--- src/hw/rtl/synthetic_loss_reply_tracker_unit_assert.svh ---
// ---------------------------------------------------------------------------
// Assertion macros shared by the reply tracker modules
// ---------------------------------------------------------------------------
`ifndef SYNTHETIC_LOSS_REPLY_TRACKER_UNIT_ASSERT_SVH
`define SYNTHETIC_LOSS_REPLY_TRACKER_UNIT_ASSERT_SVH

// Implication or plain property, checked on clk_i, quiet while in reset
`define SLRT_ASSERT(label, prop, msg) \
  label: assert property (@(posedge clk_i) disable iff (!rst_ni) (prop)) else $error(msg);

// Condition that must never be seen
`define SLRT_ASSERT_NEVER(label, expr, msg) \
  label: assert property (@(posedge clk_i) disable iff (!rst_ni) !(expr)) else $error(msg);

`endif

--- src/hw/rtl/slrt_pkg.sv ---
// ---------------------------------------------------------------------------
// slrt_pkg
// Types, constants and status codes of the synthetic-loss reply tracker.
// ---------------------------------------------------------------------------
package slrt_pkg;

  localparam int unsigned PEER_SLOTS = 16;
  localparam int unsigned SLOT_W     = (PEER_SLOTS > 1) ? $clog2(PEER_SLOTS) : 1;
  localparam int unsigned CNT_W      = $clog2(PEER_SLOTS + 1);
  localparam int unsigned SLOT_EXT_W = (SLOT_W > 4) ? SLOT_W : 4;

  localparam int unsigned MAC_W    = 48;
  localparam int unsigned CFG_IDX_W = 3;
  localparam int unsigned CFG_DATA_W = 48;

  localparam logic [15:0] MIN_RESPONDER = 16'd1;
  localparam logic [15:0] MAX_RESPONDER = 16'd8191;
  localparam logic [31:0] COUNT_MAX     = 32'hFFFF_FFFF;

  // configuration register indexes
  localparam logic [CFG_IDX_W-1:0] CFG_OWN_MAC     = 3'd0;
  localparam logic [CFG_IDX_W-1:0] CFG_WINDOW_SEC  = 3'd1;
  localparam logic [CFG_IDX_W-1:0] CFG_LATE_LIMIT  = 3'd2;
  localparam logic [CFG_IDX_W-1:0] CFG_OAM_ETYPE   = 3'd3;
  localparam logic [CFG_IDX_W-1:0] CFG_REPLY_OPC   = 3'd4;

  localparam logic [7:0]  LATE_LIMIT_RESET = 8'd5;
  localparam logic [15:0] OAM_ETYPE_RESET  = 16'h8902;
  localparam logic [7:0]  REPLY_OPC_RESET  = 8'd54;

  // result status codes
  localparam logic [2:0] STATUS_COUNTED   = 3'd0;
  localparam logic [2:0] STATUS_REPORT    = 3'd1;
  localparam logic [2:0] STATUS_LATE      = 3'd2;
  localparam logic [2:0] STATUS_BAD_ETYPE = 3'd3;
  localparam logic [2:0] STATUS_OWN       = 3'd4;
  localparam logic [2:0] STATUS_NOT_REPLY = 3'd5;
  localparam logic [2:0] STATUS_BAD_ID    = 3'd6;
  localparam logic [2:0] STATUS_FULL      = 3'd7;

  typedef struct packed {
    logic        reject;
    logic [2:0]  status;
  } screen_t;

  typedef struct packed {
    logic [31:0] window_seconds;
    logic [7:0]  late_limit;
  } cfg_t;

  typedef struct packed {
    logic             start;
    logic [MAC_W-1:0] src;
  } search_req_t;

  typedef struct packed {
    logic              done;
    logic              hit;
    logic              free;
    logic [SLOT_W-1:0] slot;
  } search_rsp_t;

  typedef struct packed {
    logic              en;
    logic [SLOT_W-1:0] slot;
    logic [MAC_W-1:0]  mac;
  } insert_t;

  typedef struct packed {
    logic [12:0] peer_id;
    logic [2:0]  peer_level;
    logic [31:0] count;
    logic        open;
    logic [31:0] first_fwd;
    logic [31:0] first_bwd;
    logic [31:0] start_rx;
    logic [31:0] win_start;
  } entry_t;

endpackage

--- src/hw/rtl/slrt_ram.sv ---
// ---------------------------------------------------------------------------
// slrt_ram
// Generic single-write, single-read RAM with a registered read port.
// ---------------------------------------------------------------------------
module slrt_ram #(
  parameter int unsigned WIDTH  = 8,
  parameter int unsigned DEPTH  = 16,
  parameter int unsigned ADDR_W = (DEPTH > 1) ? $clog2(DEPTH) : 1
) (
  input  logic              clk_i,
  input  logic              we_i,
  input  logic [ADDR_W-1:0] waddr_i,
  input  logic [WIDTH-1:0]  wdata_i,
  input  logic              re_i,
  input  logic [ADDR_W-1:0] raddr_i,
  output logic [WIDTH-1:0]  rdata_o
);

  logic [WIDTH-1:0] mem_q [DEPTH];

  always_ff @(posedge clk_i) begin
    if (we_i) begin
      mem_q[waddr_i] <= wdata_i;
    end
    if (re_i) begin
      rdata_o <= mem_q[raddr_i];
    end
  end

endmodule

--- src/hw/rtl/slrt_cfg_regs.sv ---
// ---------------------------------------------------------------------------
// slrt_cfg_regs
// Configuration registers and the header screen of a received reply.
// ---------------------------------------------------------------------------
module slrt_cfg_regs (
  input  logic                             clk_i,
  input  logic                             rst_ni,
  input  logic                             cfg_we_i,
  input  logic [slrt_pkg::CFG_IDX_W-1:0]   cfg_index_i,
  input  logic [slrt_pkg::CFG_DATA_W-1:0]  cfg_wdata_i,
  input  logic [slrt_pkg::MAC_W-1:0]       src_i,
  input  logic [15:0]                      etype_i,
  input  logic [7:0]                       opcode_i,
  input  logic [15:0]                      rid_i,
  output slrt_pkg::screen_t                screen_o,
  output slrt_pkg::cfg_t                   cfg_o
);
  import slrt_pkg::*;

  logic [MAC_W-1:0] own_mac_q;
  logic [31:0]      window_q;
  logic [7:0]       late_q;
  logic [15:0]      etype_q;
  logic [7:0]       opc_q;

  always_ff @(posedge clk_i or negedge rst_ni) begin
    if (!rst_ni) begin
      own_mac_q <= '0;
      window_q  <= '0;
      late_q    <= LATE_LIMIT_RESET;
      etype_q   <= OAM_ETYPE_RESET;
      opc_q     <= REPLY_OPC_RESET;
    end else if (cfg_we_i) begin
      case (cfg_index_i)
        CFG_OWN_MAC:    own_mac_q <= cfg_wdata_i[MAC_W-1:0];
        CFG_WINDOW_SEC: window_q  <= cfg_wdata_i[31:0];
        CFG_LATE_LIMIT: late_q    <= cfg_wdata_i[7:0];
        CFG_OAM_ETYPE:  etype_q   <= cfg_wdata_i[15:0];
        CFG_REPLY_OPC:  opc_q     <= cfg_wdata_i[7:0];
        default: ;
      endcase
    end
  end

  // checks in priority order: ethertype, own address, opcode, responder id
  always_comb begin
    screen_o.reject = 1'b1;
    screen_o.status = STATUS_COUNTED;
    if (etype_i != etype_q) begin
      screen_o.status = STATUS_BAD_ETYPE;
    end else if (src_i == own_mac_q) begin
      screen_o.status = STATUS_OWN;
    end else if (opcode_i != opc_q) begin
      screen_o.status = STATUS_NOT_REPLY;
    end else if (rid_i < MIN_RESPONDER || rid_i > MAX_RESPONDER) begin
      screen_o.status = STATUS_BAD_ID;
    end else begin
      screen_o.reject = 1'b0;
    end
  end

  assign cfg_o.window_seconds = window_q;
  assign cfg_o.late_limit     = late_q;

endmodule

--- src/hw/rtl/slrt_peer_search.sv ---
// ---------------------------------------------------------------------------
// slrt_peer_search
// Peer address memory and valid bits; walks the table one entry a cycle to
// find the matching peer or the lowest free entry.
// ---------------------------------------------------------------------------
`include "synthetic_loss_reply_tracker_unit_assert.svh"

module slrt_peer_search (
  input  logic                  clk_i,
  input  logic                  rst_ni,
  input  slrt_pkg::search_req_t req_i,
  input  slrt_pkg::insert_t     ins_i,
  output slrt_pkg::search_rsp_t rsp_o
);
  import slrt_pkg::*;

  logic [PEER_SLOTS-1:0] valid_q;
  logic                  active_q;
  logic [CNT_W-1:0]      scan_q;
  logic                  pend_q;
  logic [SLOT_W-1:0]     pend_idx_q;
  logic                  hit_q, free_q;
  logic [SLOT_W-1:0]     hit_idx_q, free_idx_q;
  search_rsp_t           rsp_q;

  logic                  rd_en;
  logic [MAC_W-1:0]      mac_rdata;
  logic                  match, empty;

  assign rd_en = active_q && (scan_q != CNT_W'(PEER_SLOTS));

  slrt_ram #(
    .WIDTH (MAC_W),
    .DEPTH (PEER_SLOTS)
  ) u_mac_ram (
    .clk_i   (clk_i),
    .we_i    (ins_i.en),
    .waddr_i (ins_i.slot),
    .wdata_i (ins_i.mac),
    .re_i    (rd_en),
    .raddr_i (scan_q[SLOT_W-1:0]),
    .rdata_o (mac_rdata)
  );

  assign match = pend_q && valid_q[pend_idx_q] && (mac_rdata == req_i.src);
  assign empty = pend_q && !valid_q[pend_idx_q];

  always_ff @(posedge clk_i or negedge rst_ni) begin
    if (!rst_ni) begin
      valid_q    <= '0;
      active_q   <= 1'b0;
      scan_q     <= '0;
      pend_q     <= 1'b0;
      pend_idx_q <= '0;
      hit_q      <= 1'b0;
      free_q     <= 1'b0;
      hit_idx_q  <= '0;
      free_idx_q <= '0;
      rsp_q      <= '0;
    end else begin
      rsp_q.done <= 1'b0;
      if (ins_i.en) begin
        valid_q[ins_i.slot] <= 1'b1;
      end
      if (req_i.start) begin
        active_q <= 1'b1;
        scan_q   <= '0;
        pend_q   <= 1'b0;
        hit_q    <= 1'b0;
        free_q   <= 1'b0;
      end else if (active_q) begin
        pend_q     <= rd_en;
        pend_idx_q <= scan_q[SLOT_W-1:0];
        if (rd_en) begin
          scan_q <= scan_q + CNT_W'(1);
        end
        // keep the first hit and the lowest free entry
        if (match && !hit_q) begin
          hit_q     <= 1'b1;
          hit_idx_q <= pend_idx_q;
        end
        if (empty && !free_q) begin
          free_q     <= 1'b1;
          free_idx_q <= pend_idx_q;
        end
        if (!rd_en) begin
          active_q   <= 1'b0;
          rsp_q.done <= 1'b1;
          rsp_q.hit  <= hit_q || match;
          rsp_q.free <= free_q || empty;
          if (hit_q) begin
            rsp_q.slot <= hit_idx_q;
          end else if (match) begin
            rsp_q.slot <= pend_idx_q;
          end else if (free_q) begin
            rsp_q.slot <= free_idx_q;
          end else begin
            rsp_q.slot <= pend_idx_q;
          end
        end
      end
    end
  end

  assign rsp_o = rsp_q;

  `SLRT_ASSERT(a_done_ends_scan, rsp_q.done |-> !active_q, "search done while still scanning")
  `SLRT_ASSERT(a_hit_is_valid, (rsp_q.done && rsp_q.hit) |-> valid_q[rsp_q.slot],
               "hit reported on an empty entry")
  `SLRT_ASSERT(a_free_is_empty, (rsp_q.done && !rsp_q.hit && rsp_q.free) |-> !valid_q[rsp_q.slot],
               "free entry reported on a used entry")
  `SLRT_ASSERT_NEVER(a_start_while_active, req_i.start && active_q,
                     "search started while a scan is running")

endmodule

--- src/hw/rtl/synthetic_loss_reply_tracker_unit.sv ---
// ---------------------------------------------------------------------------
// synthetic_loss_reply_tracker_unit
// Tracks synthetic-loss replies per peer and reports frame loss per window.
// ---------------------------------------------------------------------------
// Usage:
//   Configuration: write cfg_wdata_i to register cfg_index_i while cfg_we_i is
//   high (0 own address, 1 window, 2 late limit, 3 ethertype, 4 opcode).
//   Input: one reply beat is taken at a rising edge with start high and busy
//   low; busy stays high until the result beat has been produced.
//   Output: done_o is high for exactly one cycle with status, losses and
//   slot; the receiver cannot stall, so each result must be taken then.
//   Sequence: a screened-out frame gives its result straight from the check
//   state. Any other frame walks the peer address memory one entry per
//   cycle; a full table then gives its result, else the frame reads, updates
//   and writes back its entry record before the result shows. A new beat
//   can be taken in the cycle the result is shown.
//   Reset: clears all valid bits and loads the register defaults; no table
//   sweep is needed, the block is ready as soon as reset is released.
// ---------------------------------------------------------------------------
`include "synthetic_loss_reply_tracker_unit_assert.svh"

module synthetic_loss_reply_tracker_unit (
  input  logic                             clk_i,
  input  logic                             rst_ni,
  input  logic                             cfg_we_i,
  input  logic [slrt_pkg::CFG_IDX_W-1:0]   cfg_index_i,
  input  logic [slrt_pkg::CFG_DATA_W-1:0]  cfg_wdata_i,
  input  logic                             start,
  output logic                             busy,
  input  logic [47:0]                      source_mac_i,
  input  logic [15:0]                      frame_ethertype_i,
  input  logic [7:0]                       frame_opcode_i,
  input  logic [2:0]                       level_i,
  input  logic [15:0]                      responder_id_i,
  input  logic [31:0]                      forward_count_i,
  input  logic [31:0]                      backward_count_i,
  input  logic [31:0]                      now_seconds_i,
  input  logic [31:0]                      request_sent_seconds_i,
  output logic                             done_o,
  output logic [2:0]                       status_o,
  output logic signed [32:0]               far_loss_o,
  output logic signed [32:0]               near_loss_o,
  output logic [3:0]                       peer_slot_o
);
  import slrt_pkg::*;

  typedef enum logic [2:0] {
    S_IDLE,
    S_CHECK,
    S_SEARCH,
    S_ENTRY,
    S_EVAL,
    S_OUT
  } state_e;

  state_e state_q;

  // captured reply beat
  logic [MAC_W-1:0] src_q;
  logic [15:0]      etype_q;
  logic [7:0]       opc_q;
  logic [2:0]       lvl_q;
  logic [15:0]      rid_q;
  logic [31:0]      fwd_q, bwd_q, now_q, sent_q;

  logic              late_q, insert_q, report_q;
  logic [SLOT_W-1:0] slot_q;
  entry_t            rec_q;
  logic [31:0]       dfwd_q, dbwd_q, drx_q;
  logic [2:0]        res_status_q;

  logic              done_q;
  logic [2:0]        status_q;
  logic [32:0]       far_q, near_q;
  logic [3:0]        slot_out_q;

  screen_t       screen;
  cfg_t          cfg;
  search_req_t   sreq;
  search_rsp_t   srsp;
  insert_t       ins;
  entry_t        ent_rdata, rec_d, rec_wb;
  logic          accept, elapsed, report;
  logic [SLOT_EXT_W-1:0] slot_ext;

  assign accept = start && !busy;
  assign busy   = (state_q != S_IDLE);

  slrt_cfg_regs u_cfg (
    .clk_i       (clk_i),
    .rst_ni      (rst_ni),
    .cfg_we_i    (cfg_we_i),
    .cfg_index_i (cfg_index_i),
    .cfg_wdata_i (cfg_wdata_i),
    .src_i       (src_q),
    .etype_i     (etype_q),
    .opcode_i    (opc_q),
    .rid_i       (rid_q),
    .screen_o    (screen),
    .cfg_o       (cfg)
  );

  assign sreq.start = (state_q == S_CHECK) && !screen.reject;
  assign sreq.src   = src_q;

  assign ins.en   = (state_q == S_EVAL) && insert_q;
  assign ins.slot = slot_q;
  assign ins.mac  = src_q;

  slrt_peer_search u_search (
    .clk_i  (clk_i),
    .rst_ni (rst_ni),
    .req_i  (sreq),
    .ins_i  (ins),
    .rsp_o  (srsp)
  );

  slrt_ram #(
    .WIDTH ($bits(entry_t)),
    .DEPTH (PEER_SLOTS)
  ) u_entry_ram (
    .clk_i   (clk_i),
    .we_i    (state_q == S_EVAL),
    .waddr_i (slot_q),
    .wdata_i (rec_wb),
    .re_i    (srsp.done),
    .raddr_i (srsp.slot),
    .rdata_o (ent_rdata)
  );

  // count the reply, and open a window if none is open
  always_comb begin
    rec_d = ent_rdata;
    if (insert_q) begin
      rec_d.peer_id    = rid_q[12:0];
      rec_d.peer_level = lvl_q;
      rec_d.count      = 32'd1;
      rec_d.open       = 1'b0;
    end else if (ent_rdata.count == COUNT_MAX) begin
      rec_d.count = 32'd1;
    end else begin
      rec_d.count = ent_rdata.count + 32'd1;
    end
    if (!rec_d.open) begin
      rec_d.open      = 1'b1;
      rec_d.first_fwd = fwd_q;
      rec_d.first_bwd = bwd_q;
      rec_d.start_rx  = rec_d.count;
      rec_d.win_start = now_q;
    end
  end

  assign elapsed = (now_q - rec_q.win_start) >= cfg.window_seconds;
  assign report  = !late_q && elapsed;

  // close the window after a report
  always_comb begin
    rec_wb = rec_q;
    if (report) begin
      rec_wb.open      = 1'b0;
      rec_wb.win_start = '0;
    end
  end

  assign slot_ext = SLOT_EXT_W'(slot_q);

  always_ff @(posedge clk_i or negedge rst_ni) begin
    if (!rst_ni) begin
      state_q      <= S_IDLE;
      done_q       <= 1'b0;
      status_q     <= STATUS_COUNTED;
      far_q        <= '0;
      near_q       <= '0;
      slot_out_q   <= '0;
      late_q       <= 1'b0;
      insert_q     <= 1'b0;
      report_q     <= 1'b0;
      res_status_q <= STATUS_COUNTED;
      slot_q       <= '0;
      rec_q        <= '0;
      dfwd_q       <= '0;
      dbwd_q       <= '0;
      drx_q        <= '0;
    end else begin
      done_q <= 1'b0;
      case (state_q)
        S_IDLE: begin
          if (accept) begin
            state_q <= S_CHECK;
          end
        end
        S_CHECK: begin
          late_q <= (now_q - sent_q) > {24'd0, cfg.late_limit};
          if (screen.reject) begin
            done_q     <= 1'b1;
            status_q   <= screen.status;
            far_q      <= '0;
            near_q     <= '0;
            slot_out_q <= '0;
            state_q    <= S_IDLE;
          end else begin
            state_q <= S_SEARCH;
          end
        end
        S_SEARCH: begin
          if (srsp.done) begin
            if (!srsp.hit && !srsp.free) begin
              done_q     <= 1'b1;
              status_q   <= STATUS_FULL;
              far_q      <= '0;
              near_q     <= '0;
              slot_out_q <= '0;
              state_q    <= S_IDLE;
            end else begin
              slot_q   <= srsp.slot;
              insert_q <= !srsp.hit;
              state_q  <= S_ENTRY;
            end
          end
        end
        S_ENTRY: begin
          rec_q   <= rec_d;
          state_q <= S_EVAL;
        end
        S_EVAL: begin
          dfwd_q   <= fwd_q - rec_q.first_fwd;
          dbwd_q   <= bwd_q - rec_q.first_bwd;
          drx_q    <= rec_q.count - rec_q.start_rx;
          report_q <= report;
          if (late_q) begin
            res_status_q <= STATUS_LATE;
          end else if (elapsed) begin
            res_status_q <= STATUS_REPORT;
          end else begin
            res_status_q <= STATUS_COUNTED;
          end
          state_q <= S_OUT;
        end
        S_OUT: begin
          done_q     <= 1'b1;
          status_q   <= res_status_q;
          slot_out_q <= slot_ext[3:0];
          if (report_q) begin
            far_q  <= {1'b0, dfwd_q} - {1'b0, dbwd_q};
            near_q <= {1'b0, dbwd_q} - {1'b0, drx_q};
          end else begin
            far_q  <= '0;
            near_q <= '0;
          end
          state_q <= S_IDLE;
        end
        default: state_q <= S_IDLE;
      endcase
    end
  end

  // capture the beat; payload needs no reset
  always_ff @(posedge clk_i) begin
    if (accept) begin
      src_q   <= source_mac_i;
      etype_q <= frame_ethertype_i;
      opc_q   <= frame_opcode_i;
      lvl_q   <= level_i;
      rid_q   <= responder_id_i;
      fwd_q   <= forward_count_i;
      bwd_q   <= backward_count_i;
      now_q   <= now_seconds_i;
      sent_q  <= request_sent_seconds_i;
    end
  end

  assign done_o      = done_q;
  assign status_o    = status_q;
  assign far_loss_o  = $signed(far_q);
  assign near_loss_o = $signed(near_q);
  assign peer_slot_o = slot_out_q;

  `SLRT_ASSERT(a_strobe_single, done_o |=> !done_o, "result strobe longer than one cycle")
  `SLRT_ASSERT(a_accept_busy, accept |=> busy, "accepted beat did not raise busy")
  `SLRT_ASSERT(a_loss_zero, (done_o && status_o != STATUS_REPORT) |->
               (far_q == '0 && near_q == '0), "loss set on a result that is no report")
  `SLRT_ASSERT(a_reject_slot, (done_o && (status_o == STATUS_BAD_ETYPE ||
               status_o == STATUS_OWN || status_o == STATUS_NOT_REPLY ||
               status_o == STATUS_BAD_ID || status_o == STATUS_FULL)) |->
               peer_slot_o == 4'd0, "rejected frame carries a slot")

endmodule
--- config.mk ---
export PLATFORM = sky130hd
export DESIGN_NAME = synthetic_loss_reply_tracker_unit
export DESIGN_NICKNAME = d
export VERILOG_FILES = /design/src/hw/rtl/slrt_pkg.sv /design/src/hw/rtl/slrt_ram.sv /design/src/hw/rtl/slrt_cfg_regs.sv /design/src/hw/rtl/slrt_peer_search.sv /design/src/hw/rtl/synthetic_loss_reply_tracker_unit.sv
export VERILOG_INCLUDE_DIRS = /design/src /design/src/hw/rtl
export SDC_FILE = /design/constraint.sdc
export NUM_CORES = 2
export LEC_CHECK = 0
export BUFFER_PORTS_ARGS = -buffer_cell sky130_fd_sc_hd__buf_4
export CORE_MARGIN = 2
export CORE_UTILIZATION = 45
export CTS_BUF_LIST = sky130_fd_sc_hd__clkbuf_8 sky130_fd_sc_hd__clkbuf_16
export DETAILED_ROUTE_END_ITERATION = 12
export GPL_TIMING_DRIVEN = 0
export HOLD_SLACK_MARGIN = 0.08
export PLACE_DENSITY = 0.58
export SYNTH_ARGS = -nofsm -noshare
export SYNTH_HDL_FRONTEND = slang
export SYNTH_HIERARCHICAL = 1
export SYNTH_SLANG_ARGS = --single-unit
--- constraint.sdc ---
create_clock -name clk_i -period 23.5 [get_ports clk_i]
set_input_delay 2.35 -clock clk_i [delete_from_list [all_inputs] [get_ports clk_i]]
set_output_delay 2.35 -clock clk_i [all_outputs]
set_load 0.05 [all_outputs]
# Word level (Yosys, flattened, before mapping)
# Memory sizes are Yosys's and may differ from the RTL's. A register that Yosys moved wholly into a read port is not among the register bits.
# Cells that the tools add are included.
dict set report op_classes {
  add_sub_neg 9
  multipliers 0
  div 0
  n_lt_le_gt_ge 7
  eq_ne 19
  shifts 0
  muxes 69
  n_bitwise 4
  reduce_logical 46
}
# op count
set ops {}
lappend ops {{33-bit case mux with 3 select lines} 2}
lappend ops {{33-bit 2-to-1 mux} 5}
lappend ops {{32-bit subtractor} 5}
lappend ops {{128-bit 2-to-1 mux} 1}
lappend ops {{48-bit equality test} 2}
lappend ops {{32-bit 2-to-1 mux} 3}
lappend ops {{32-bit by 32-bit subtractor with 33-bit output} 2}
lappend ops {{32-bit by 1-bit adder with 32-bit output, second input constant} 1}
lappend ops {{32-bit equality test, second input constant} 1}
lappend ops {{32-bit greater-or-equal comparator} 1}
lappend ops {{32-bit by 8-bit > comparator with 1-bit output} 1}
lappend ops {{1-bit 2-to-1 mux} 27}
lappend ops {{3-bit 2-to-1 mux} 9}
lappend ops {{4-bit 2-to-1 mux} 6}
lappend ops {{7-bit 2-to-1 mux} 3}
lappend ops {{2-bit AND reduction} 10}
lappend ops {{16-bit by 13-bit > comparator with 1-bit output, second input constant} 1}
lappend ops {{16-bit by 1-bit < comparator with 1-bit output, second input constant} 1}
lappend ops {{16-bit 2-to-1 mux} 1}
lappend ops {{16-bit != test} 1}
lappend ops {{16-bit bitwise OR} 1}
lappend ops {{5-bit 2-to-1 mux} 3}
lappend ops {{3-bit case mux with 5 select lines} 1}
lappend ops {{3-bit by 2-bit equality test with 1-bit output, second input constant} 4}
lappend ops {{24 further kinds} 62}
dict set report word_totals {
  reg_bits 735
  latch_bits 0
  ramBits 3600
  rom_bits 0
  in_bits 274
  n_memories 2
}
# name words width read_ports rd_clocked_by_memory_dff write_ports line
set mem_list {}
lappend mem_list {u_entry_ram.mem_q 16 177 1 1 1 slrt_ram.sv:19} ;# logic [WIDTH-1:0] mem_q [DEPTH];
lappend mem_list {u_search.u_mac_ram.mem_q 16 48 1 1 1 slrt_ram.sv:19}

# Longest topological paths before layout
dict set report depth {
  word_depth 10
  depth_mapped 27
  depth_no_buf 26
}

# Hierarchy
# Netlist, hierarchy kept.
# mod n_inst cells_per_inst area_each_um2
set by_module_without_submodules {}
lappend by_module_without_submodules {{slrt_ram at u_entry_ram} 1 4629 111720.9}
lappend by_module_without_submodules {synthetic_loss_reply_tracker_unit 1 3484 33774.9}
lappend by_module_without_submodules {{slrt_ram at u_search.u_mac_ram} 1 1242 30175.2}
lappend by_module_without_submodules {slrt_cfg_regs 1 348 5101.1}
lappend by_module_without_submodules {slrt_peer_search 1 253 2544.9}

# Worst setup path before layout
# OpenSTA, ideal clock, no wires.
dict set report synth_timing {
  path_type {register to register}
  from {register state_q[2]}
  to {memory u_entry_ram/mem_q[0][0] in the netlist's numbering (enable)}
  setup_time_ns 0.930
  arrival_time_ns 13.733
  required_time_ns 22.570
  setup_slack_ns 8.837
  stages_incl_launch_ff 7
  synth_period_minus_slack_ns 14.663
  cell_sequence {dfrtp_1 > clkbuf_1 > nand2_1 > inv_2 > clkbuf_1 > or3b_2 > nor3_1}
}
dict set report synth_via {
  elab_chain_cells 3
}
# element line
set synth_rtl {}
lappend synth_rtl {{start, declared} synthetic_loss_reply_tracker_unit.sv:56} ;# state_e state_q;
lappend synth_rtl {{start signal, assigned} synthetic_loss_reply_tracker_unit.sv:169} ;# state_q <= S_IDLE;
lappend synth_rtl {{start signal, assigned} synthetic_loss_reply_tracker_unit.sv:189} ;# state_q <= S_CHECK;
lappend synth_rtl {{start signal, assigned} synthetic_loss_reply_tracker_unit.sv:200} ;# state_q <= S_IDLE;
lappend synth_rtl {{3-bit equality test} synthetic_loss_reply_tracker_unit.sv:123} ;# .we_i (state_q == S_EVAL),
lappend synth_rtl {{1-bit 2-to-1 mux} slrt_ram.sv:22} ;# if (we_i) begin
lappend synth_rtl {{1-bit 2-to-1 mux (not written as such)} slrt_ram.sv:23} ;# mem_q[waddr_i] <= wdata_i;
lappend synth_rtl {{end, declared} slrt_ram.sv:19}
# Every way passes these cells.

==> results.cfg <==
[worst_setup_path]
cp_max_fo = 16
critPathArrivalTime_ns = 8.05
r2r_slack_ns = 16.08
crit_path_start = now_q[0]
required_ns = 24.13
crit_type = reg2reg
r2r-start = now_q[0]
critPathTopFamily = compound AO/OA/AOI/OAI gates
cp-endpoint = u_entry_ram/mem_q[1][23]
crit_path_end_kind = register
worstSetupStartpointType = register
reg2reg_to = u_entry_ram/mem_q[1][23]
crit_top_cell = a21oi_1
path_buf_inv = 3
slowest_stage = and2_1
r2r_cells = 26
cp.depth = 26
max_stage_delay_ns = 0.81

[clock_network]
worstSkewPairLatency_ns = 1.02
post_cts_buffers = 0
h-tree-depth = 5
cts_made_buffers = 438
cts_tree = built
cts-root-buf = clkbuf_16
clock-sinks = 4267
cts_hold_buf = 0
cts_resized = 0
path_clk_slew_ns = 0.06
clk_path_buf_depth = 4

[layout]
areaGrowthSynthToFinish_pct = 16.3
n_fill_cell = 30300
final-instance-count-excl-fill = 16000
multi_input_area_sq_um = 43700
finalNetCount = 11100
seqCellArea_sq_um = 126000
drive_above_1_share_pct = 23.1

[sta]
max_freq_ghz = 0.135
post-route-period-util_pct = 31.6
maxSlewHeadroom_pct = -0.878
setup_tns_ns = 0
period_needed_ns = 7.42
drv_slew = 11
final-hold-violation-count = 0
worst_slew_pin_slew_ns = 1.51
setup_viol = 0
rsz0062_at_grt = no
clock_skew_ns = 0.0776

[floorplanning]
die_y_um = 623
die-area_sq_um = 388000
core_sq_um = 382000
initial_core_util_pct = 45.2
die_w_um = 623
io_pins = 349
rows = 227

[grt]
grt_pass1_wl_um = 726000
grt_overflow = 0
antenna_found_initial = 33
grt_pass1_vias = 95800
grt_usage_pct = 26.3
grt_start_max_net_pins = 116

[pwr]
peakVddDrop_mv = 0.0760
power_density_nw_per_um2 = 86.7
p_leak_nw = 68.5

[drt]
vias = 95700
firstDrtPassIters = 5
postRouteAntennaNets = 0
viasPerCell = 5.99
wirelength_um = 517000
drt_iter0_markers = 10900
wl_per_cell_um = 32.4
drc_errors = 0

[synth]
synth_area_per_cell_sq_um = 18.2
syn_area_sq_um = 173000
syn_inst = 9492
yosysWarnings = 6
synth_nets = 10000

[place]
hpwlAfterDp_um = 366000
port_buffers = 345
placed_cells = 15100
gp_congestion = 0.916

[outcome]
failed_checks = capacitance limit, slew limit
status = finished with violations

[worst_hold_path]
hold_class = reg2reg

[run]
cap_violations = 1
## metrics by stage
step | setup WS, ns | area, sq um | hold WS (ns) | util [%] | total power, mW
floorplan | 9.96 | 173000 | 0.423 | - | 9.91
finish | 16.08 | 201000 | 0.468 | 52.5 | 17.4
global placement | -8.21 | 181000 | 0.441 | 47.5 | 10.6
CTS | 15.96 | 201000 | 0.463 | 52.5 | 17.5
detailed placement | 16.01 | 186000 | 0.449 | 48.8 | 10.7
global route | 15.54 | 201000 | 0.483 | 52.5 | 18.0
## worst reg2reg max path, stage by stage (launching register included)
cell and delay [ns]:
edfxtp_1 0.36, inv_1 0.42, ha_1 0.28, inv_1 0.05, fa_1 0.39, a21oi_1 0.21
o21ai_0 0.16, o2111ai_1 0.26, a211oi_1 0.13, nor3_2 0.25, a21oi_1 0.17, a211oi_2 0.36
o211ai_1 0.22, a21oi_1 0.22, xnor2_1 0.16, ha_1 0.28, nor2b_1 0.13, o21ai_0 0.15
nand2b_1 0.07, a21oi_1 0.15, nor2b_1 0.06, o21ai_0 0.14, nand2b_1 0.07, a21oi_1 0.17
a21o_1 0.61, clkbuf_1 0.74, and2_1 0.82
## state kept, by name (all words and copies together), names as in the netlist, 8 cells and up
| name | flops |
|---|---|
| u_search/valid_q | 16 |
| far_loss_o | 33 |
| drx_q | 32 |
| u_cfg/etype_q | 16 |
| u_entry_ram/rdata_o | 161 |
| now_q | 32 |
| u_cfg/own_mac_q | 48 |
| u_entry_ram/mem_q | 2576 |
| dfwd_q | 32 |
| etype_q | 16 |
| dbwd_q | 32 |
| sent_q | 32 |
| u_cfg/opc_q | 8 |
| u_search/u_mac_ram/rdata_o | 48 |
| fwd_q | 32 |
| u_cfg/late_q | 8 |
| bwd_q | 32 |
| u_cfg/window_q | 32 |
| near_loss_o | 33 |
| opc_q | 8 |
| u_search/u_mac_ram/mem_q | 768 |
| rec_q | 161 |
| rid_q | 16 |
| src_q | 48 |
## power breakdown
part           internal [mW]  total [mW]  switching, mW
combinational          0.644        1.72           1.08
clock                   3.91        6.86           2.96
sequential              8.50        8.82          0.311
total                   13.1        17.4           4.34
## cell type report
type	count	area share (%)
clock inverters	329	1.38
inverters	329	0.617
plain buffers	445	1.11
clock buffers	472	5.72
well taps	5038	3.14
repair buffers	619	3.63
flip-flops and latches	4267	62.6
diodes	11	0.0137
multi-input cells	4451	21.8
## cells in the final DEF, fill, tap and decap left out, types with 173 or more instances in the layout
cell type	n
dfrtp_1	487
buf_4	387
xnor2_1	173
clkbuf_16	443
mux4_2	799
inv_1	427
edfxtp_1	3769
a21oi_1	223
nand2_1	636
o21ai_0	371
clkbuf_1	219
ha_1	262
a22oi_1	373
mux2_2	193
## layer usage
layer	up-vias	GRT usage (%)	part of all wire, %
met1	51100	36.3	41
met3	736	3.24	6.8
li1	39900	-	-
met5	-	0	0.011
met2	3936	43.7	49
met4	8	8.64	3.6
## how the worst min path moves through the flow
stage / startpoint / to / slack (ns) / depth (start not counted)
6_report: u_search/valid_q[0] / u_search/valid_q[0] / 0.47 / 1
3_3_place_gp: u_search/valid_q[0] / u_search/valid_q[0] / 0.44 / 1
4_1_cts: u_search/valid_q[0] / u_search/valid_q[0] / 0.46 / 1
5_1_grt: u_search/valid_q[11] / u_search/valid_q[11] / 0.48 / 1
3_5_place_dp: u_search/valid_q[0] / u_search/valid_q[0] / 0.45 / 1
2_1_floorplan: u_search/valid_q[0] / u_search/valid_q[0] / 0.42 / 1
Note: power is estimated with default switching activity, not from simulation.
